### config.mk
export PLATFORM = sky130hd
export DESIGN_NAME = pbsm_ctrl
export DESIGN_NICKNAME = d
export VERILOG_FILES = /design/src/design/pbsm_pkg.sv /design/src/design/pbsm_ctrl.sv
export SDC_FILE = /design/constraint.sdc
export NUM_CORES = 1
export LEC_CHECK = 0
export CORE_AREA = 2 2 39 41
export CTS_BUF_LIST = sky130_fd_sc_hd__clkbuf_16
export CTS_CLUSTER_SIZE = 16
export DETAILED_ROUTE_END_ITERATION = 7
export DIE_AREA = 0 0 41 43
export DONT_BUFFER_PORTS = 1
export PLACE_DENSITY_LB_ADDON = 0.08
export RECOVER_POWER = 25
export SLEW_MARGIN = 20
export SYNTH_ARGS = -nofsm -noshare
export SYNTH_HDL_FRONTEND = slang
export SYNTH_SLANG_ARGS = --single-unit
### constraint.sdc
create_clock -name clk -period 1 [get_ports clk]
set_clock_uncertainty 0.05 [all_clocks]
set_input_delay 0.15 -clock clk [delete_from_list [all_inputs] [get_ports clk]]
set_output_delay 0.15 -clock clk [all_outputs]
set_load 0.01 [all_outputs]
### src/design/pbsm_pkg.sv
package pbsm_pkg;

    // Geometry of the slot ring and of the fields around it.
    localparam int SLOT_BITS   = 10;
    localparam int HANDLE_BITS = 16;
    localparam int ID_BITS     = 32;
    localparam int TIME_BITS   = 32;
    localparam int HOLD_BITS   = 8;
    localparam int NSLOTS      = 1 << SLOT_BITS;
    localparam int COOKIE_BITS = ID_BITS - SLOT_BITS;
    localparam int FILL_BITS   = SLOT_BITS + 1;

    localparam logic [COOKIE_BITS-1:0] COOKIE_ONES = '1;
    localparam logic [ID_BITS-1:0]     NO_ID       = '1;
    localparam logic [TIME_BITS-1:0]   TIME_MAX    = '1;
    localparam logic [HOLD_BITS-1:0]   HOLD_RESET  = HOLD_BITS'(1);

    // Operation codes on the opcode field.
    localparam logic [2:0] OP_SAVE     = 3'd0;
    localparam logic [2:0] OP_RETRIEVE = 3'd1;
    localparam logic [2:0] OP_VERIFY   = 3'd2;
    localparam logic [2:0] OP_IS_ALIVE = 3'd3;
    localparam logic [2:0] OP_DISCARD  = 3'd4;

    // Result status codes.
    localparam logic [1:0] ST_OK      = 2'd0;
    localparam logic [1:0] ST_NO_FREE = 2'd1;
    localparam logic [1:0] ST_EMPTY   = 2'd2;
    localparam logic [1:0] ST_UNKNOWN = 2'd3;

    // Controller states.
    typedef enum logic [1:0] {
        S_IDLE,
        S_CHECK,
        S_SAVE
    } state_t;

    // One slot as held in the slot memory.
    typedef struct packed {
        logic [HANDLE_BITS-1:0] handle;
        logic                   full;
        logic [COOKIE_BITS-1:0] cookie;
        logic [TIME_BITS-1:0]   expiry;
    } entry_t;

    // Commands from the controller to the datapath.
    typedef struct packed {
        logic accept;
        logic read_next;
        logic finish_id;
        logic finish_save;
    } cmd_t;

    // Status from the datapath to the controller.
    typedef struct packed {
        logic save_op;
        logic save_keep;
        logic out_free;
    } stat_t;

endpackage

### src/design/pbsm_ctrl.sv
module pbsm_ctrl (
    input  logic           clk,
    input  logic           rst_n,
    input  logic           in_valid,
    output logic           in_ready,
    input  pbsm_pkg::stat_t stat,
    output pbsm_pkg::cmd_t  cmd
);

    pbsm_pkg::state_t state_reg;
    pbsm_pkg::state_t state_next;

    // State register.
    always_ff @(posedge clk or negedge rst_n)
    begin
        if (!rst_n)
        begin
            state_reg <= pbsm_pkg::S_IDLE;
        end
        else
        begin
            state_reg <= state_next;
        end
    end

    // Next state and commands.
    always_comb
    begin
        state_next = state_reg;
        cmd        = '0;
        in_ready   = 1'b0;
        unique case (state_reg)
            pbsm_pkg::S_IDLE:
            begin
                in_ready = 1'b1;
                if (in_valid)
                begin
                    cmd.accept = 1'b1;
                    state_next = pbsm_pkg::S_CHECK;
                end
            end
            pbsm_pkg::S_CHECK:
            begin
                // A save whose id is not alive goes on to the next ring slot.
                if (stat.save_op && !stat.save_keep)
                begin
                    cmd.read_next = 1'b1;
                    state_next    = pbsm_pkg::S_SAVE;
                end
                else if (stat.out_free)
                begin
                    cmd.finish_id = 1'b1;
                    state_next    = pbsm_pkg::S_IDLE;
                end
            end
            pbsm_pkg::S_SAVE:
            begin
                if (stat.out_free)
                begin
                    cmd.finish_save = 1'b1;
                    state_next      = pbsm_pkg::S_IDLE;
                end
            end
            default:
            begin
                state_next = pbsm_pkg::S_IDLE;
            end
        endcase
    end

endmodule

; ---- After elaboration in Yosys (flattened, before gate mapping)
; Index checks and enable logic that the tools add are counted.
; W data, S select, Z words.
[classes]
n_reduce_logical = 3
n_eq_ne = 3
muxes = 12
[ops]
columns = cell, n
row1 = $mux W2, 4
row2 = $mux W1, 7
row3 = $pmux W2 S3, 1
row4 = $eq A2 B1 Y1 const B, 1
row5 = $eq A2 B2 Y1 const B, 1
row6 = $logic_not A2 Y1, 1
row7 = $ne A2 B2 Y1 const B, 1
row8 = $logic_and A1 B1 Y1, 1
row9 = $logic_not A1 Y1, 1
[totals]
output_inout_bits = 5
input_bits = 6
reg_bits = 2
word_cells = 19

; ---- Longest topological paths before layout
[depth]
ltp_word = 4
depth_mapped = 3
mapped_depth_nobuf = 3

; ---- Least setup slack after synthesis
; No wires, ideal clock.
[synth_path]
path_type = register to output
startpoint = register state_reg[1]
endpoint = output port cmd[3] in the netlist's numbering
n_path_buf = 0
slack_ps = -45
required_time_ps = 800
path_stages_with_launch = 3
arrival_ps = 845
cell_sequence = dfrtp_1 nor2_1 and2_1
[synth_lines]
columns = item, line_no
row1 = from (decl), pbsm_ctrl.sv:10  ; pbsm_pkg::state_t state_reg;
row2 = from (signal assigned), pbsm_ctrl.sv:18  ; state_reg <= pbsm_pkg::S_IDLE;
row3 = from (signal assigned), pbsm_ctrl.sv:22  ; state_reg <= state_next;
row4 = to (decl), pbsm_ctrl.sv:7  ; output pbsm_pkg::cmd_t cmd

==> flow_metrics.tcl <==
set metrics [dict create \
    overflow 0 \
    worstMarginPinSlew_ns 0.2314 \
    synthTopCellsByArea "dfrtp_1, nor3b_4, nand2b_4" \
    holdCritStartpoint "in_valid" \
    grt_usage_pct 6.225 \
    min_path_cells 2 \
    rr_endpoint "state_reg[1]" \
    cap_violations 0 \
    arrival_ns 0.98 \
    crit_type "register to primary output" \
    critical_path.max_stage_delay_ns 0.44 \
    grt_first_pass_wirelength_um 593 \
    multi_input_comb_area_sq_um 97.59 \
    ys_warn_count 0 \
    placeableCoreArea_sq_um 1384 \
    num_rows 14 \
    final_cells 35 \
    p_leak_uw 0.0001146 \
    cp_max_fo 6 \
    r2r_slack_ns 0.06 \
    drt-vias-per-instance 3.571 \
    required_ns 0.80 \
    synth.distinct_cells 11 \
    cts_max_path_buffers 2 \
    finalSetupViolCount 5 \
    violations "setup timing" \
    fill_cells 156 \
    cp_cell_sequence "and4b_1" \
    drt_iter0_drc 2 \
    nNetsFinal 27 \
    hold_viol_final 0 \
    gp_congestion 0.5294 \
    synth_top_area_share_pct 35.71 \
    period_share_pct 117.9 \
    largest_reg_flops 2 \
    die_area_sq_um 1763 \
    final_common_cell "clkbuf_16" \
    io_buffers 0 \
    cts_tree "yes" \
    post-route-util_pct 18.99 \
    wire_per_inst_um 10.29 \
    peakVddDrop_uv 889.2 \
    ff_latch_area_sq_um 52.55 \
    clkTransAtPathRegs_ns 0.03 \
    synth_seq_cells 2 \
    clkLatencyLatePin_ns 0.22 \
    worstSetupStartpointType "register" \
    root_buffer "clkbuf_16" \
    antenna_left 0 \
    cp-end-kind "primary output" \
    wirelength_um 360 \
    start_util_pct 10.13 \
    syn-instance-count 14 \
    drive_above_1_share_pct 57.89 \
    rsz0062_at_grt "true" \
    final_cell_mix "clkbuf_16, nor2_2, dfrtp_2" \
    dr.pass1.iters 2 \
    place_inst 31 \
    fp.dieH_um 43 \
    diodes 0 \
    die_w_um 41 \
    pin_count 11 \
    hp-class "input pin to register" \
    grt_pass1_vias 148 \
    hold_end "state_reg[0]" \
    grt_max_degree 8 \
    netlist_area_sq_um 140.1 \
    clock-sinks 2 \
    max_freq_ghz 0.8481 \
    synth_area_leader_cell "dfrtp_1" \
    relSlewSlack_pct 84.56 \
    cts-buffers-inserted 3 \
    dr_total_vias 125 \
    p_per_area_nw_per_um2 3168 \
    antenna_found_initial 0 \
    postCtsSetupBuffers 0 \
    drc 0 \
    area_growth_pct 87.50 \
    r2r-start "state_reg[0]" \
    maxSlewViolCount 0 \
    seq_area_frac_synth_pct 35.71 \
    avgSynthCellArea_sq_um 10.01 \
    reg2reg_depth 2 \
    crit_slowest_cell "dfrtp_2" \
    fin_ws_ns -0.1791 \
    status "finished with violations" \
    path_delay_family "flip-flops" \
    critPathBufInv 0 \
    syn_nets 20 \
    post-route-min-period_ns 1.179 \
    htreeDepth 1 \
]
==> routing by layer <==
| metal | up-vias | routed length, um | GRT usage [%] |
|---|---|---|---|
| met5 | - | 0 | 0 |
| met4 | 0 | 21 | 10.00 |
| met3 | 3 | 44 | 4.712 |
| met2 | 8 | 156 | 6.250 |
| met1 | 56 | 137 | 5.788 |
| li1 | 58 | - | - |
==> what timing repair did <==
item | 4_1_cts | 5_1_grt
gates resized for setup | 4 | 0
endpoints found under the hold margin | 2 | 0
endpoints found under the setup margin | 5 | 5
hold buffers | 1 | 0
pin swaps | 0 | 0
==> where the power goes <==
group	leakage, uW	switching [uW]	internal, uW
Sequential	0.0000231	30.0	98.8
Clock	0.0000370	90.9	509
Combinational	0.0000545	44.0	60.0
Total	0.000115	165	667
==> area by class of cell <==
type / instances / share of cell area (%)
multi-input combinational: 12 / 37.14
sequential: 2 / 20.00
tap: 16 / 7.619
timing repair buffer: 2 / 6.667
clock buffer: 3 / 28.57
==> kinds of logic (layout without fill, tap and decap cells) <==
family | after synthesis | in the layout | synth area share [%]
compound gates | 2 | 2 | 8.927
simple gates | 10 | 10 | 55.36
buf+inv | 0 | 5 | 0
flops | 2 | 2 | 35.72
==> metrics by stage <==
step	power (uW)	area, sq um	setup TNS, ns	setup WS (ns)	hold WS, ns
final	832.3	262.8	-0.6474	-0.1791	0.03976
after global routing	872.1	262.8	-0.8452	-0.2074	0.06275
after CTS	850.1	262.8	-0.7221	-0.1882	0.04214
after detailed placement	220.7	170.2	0	0.01476	-0.1955
after global placement	221.1	170.2	0	0.01403	-0.1955
after floorplan	188.4	142.6	0	0.004307	-0.1956
==> cell usage after synthesis <==
library cell	count
nand2b_1	1
nand2_1	1
dfrtp_1	2
nand3b_1	1
nor3b_4	1
and2_1	1
nand2b_4	1
a21oi_1	1
and4b_1	1
a21o_1	1
nor2_1	3
==> worst max path at each step <==
stage                             from      endpoint  slack [ns]  cells past startpoint
after floorplan           state_reg[1]        cmd[3]       0.004                      2
after global placement    state_reg[0]  state_reg[1]        0.01                      2
after detailed placement  state_reg[0]  state_reg[1]        0.01                      2
after CTS                 state_reg[1]        cmd[1]       -0.19                      1
after global routing      state_reg[1]        cmd[1]       -0.21                      1
final                     state_reg[1]        cmd[1]       -0.18                      1
Note: power is estimated with default switching activity, not from simulation.
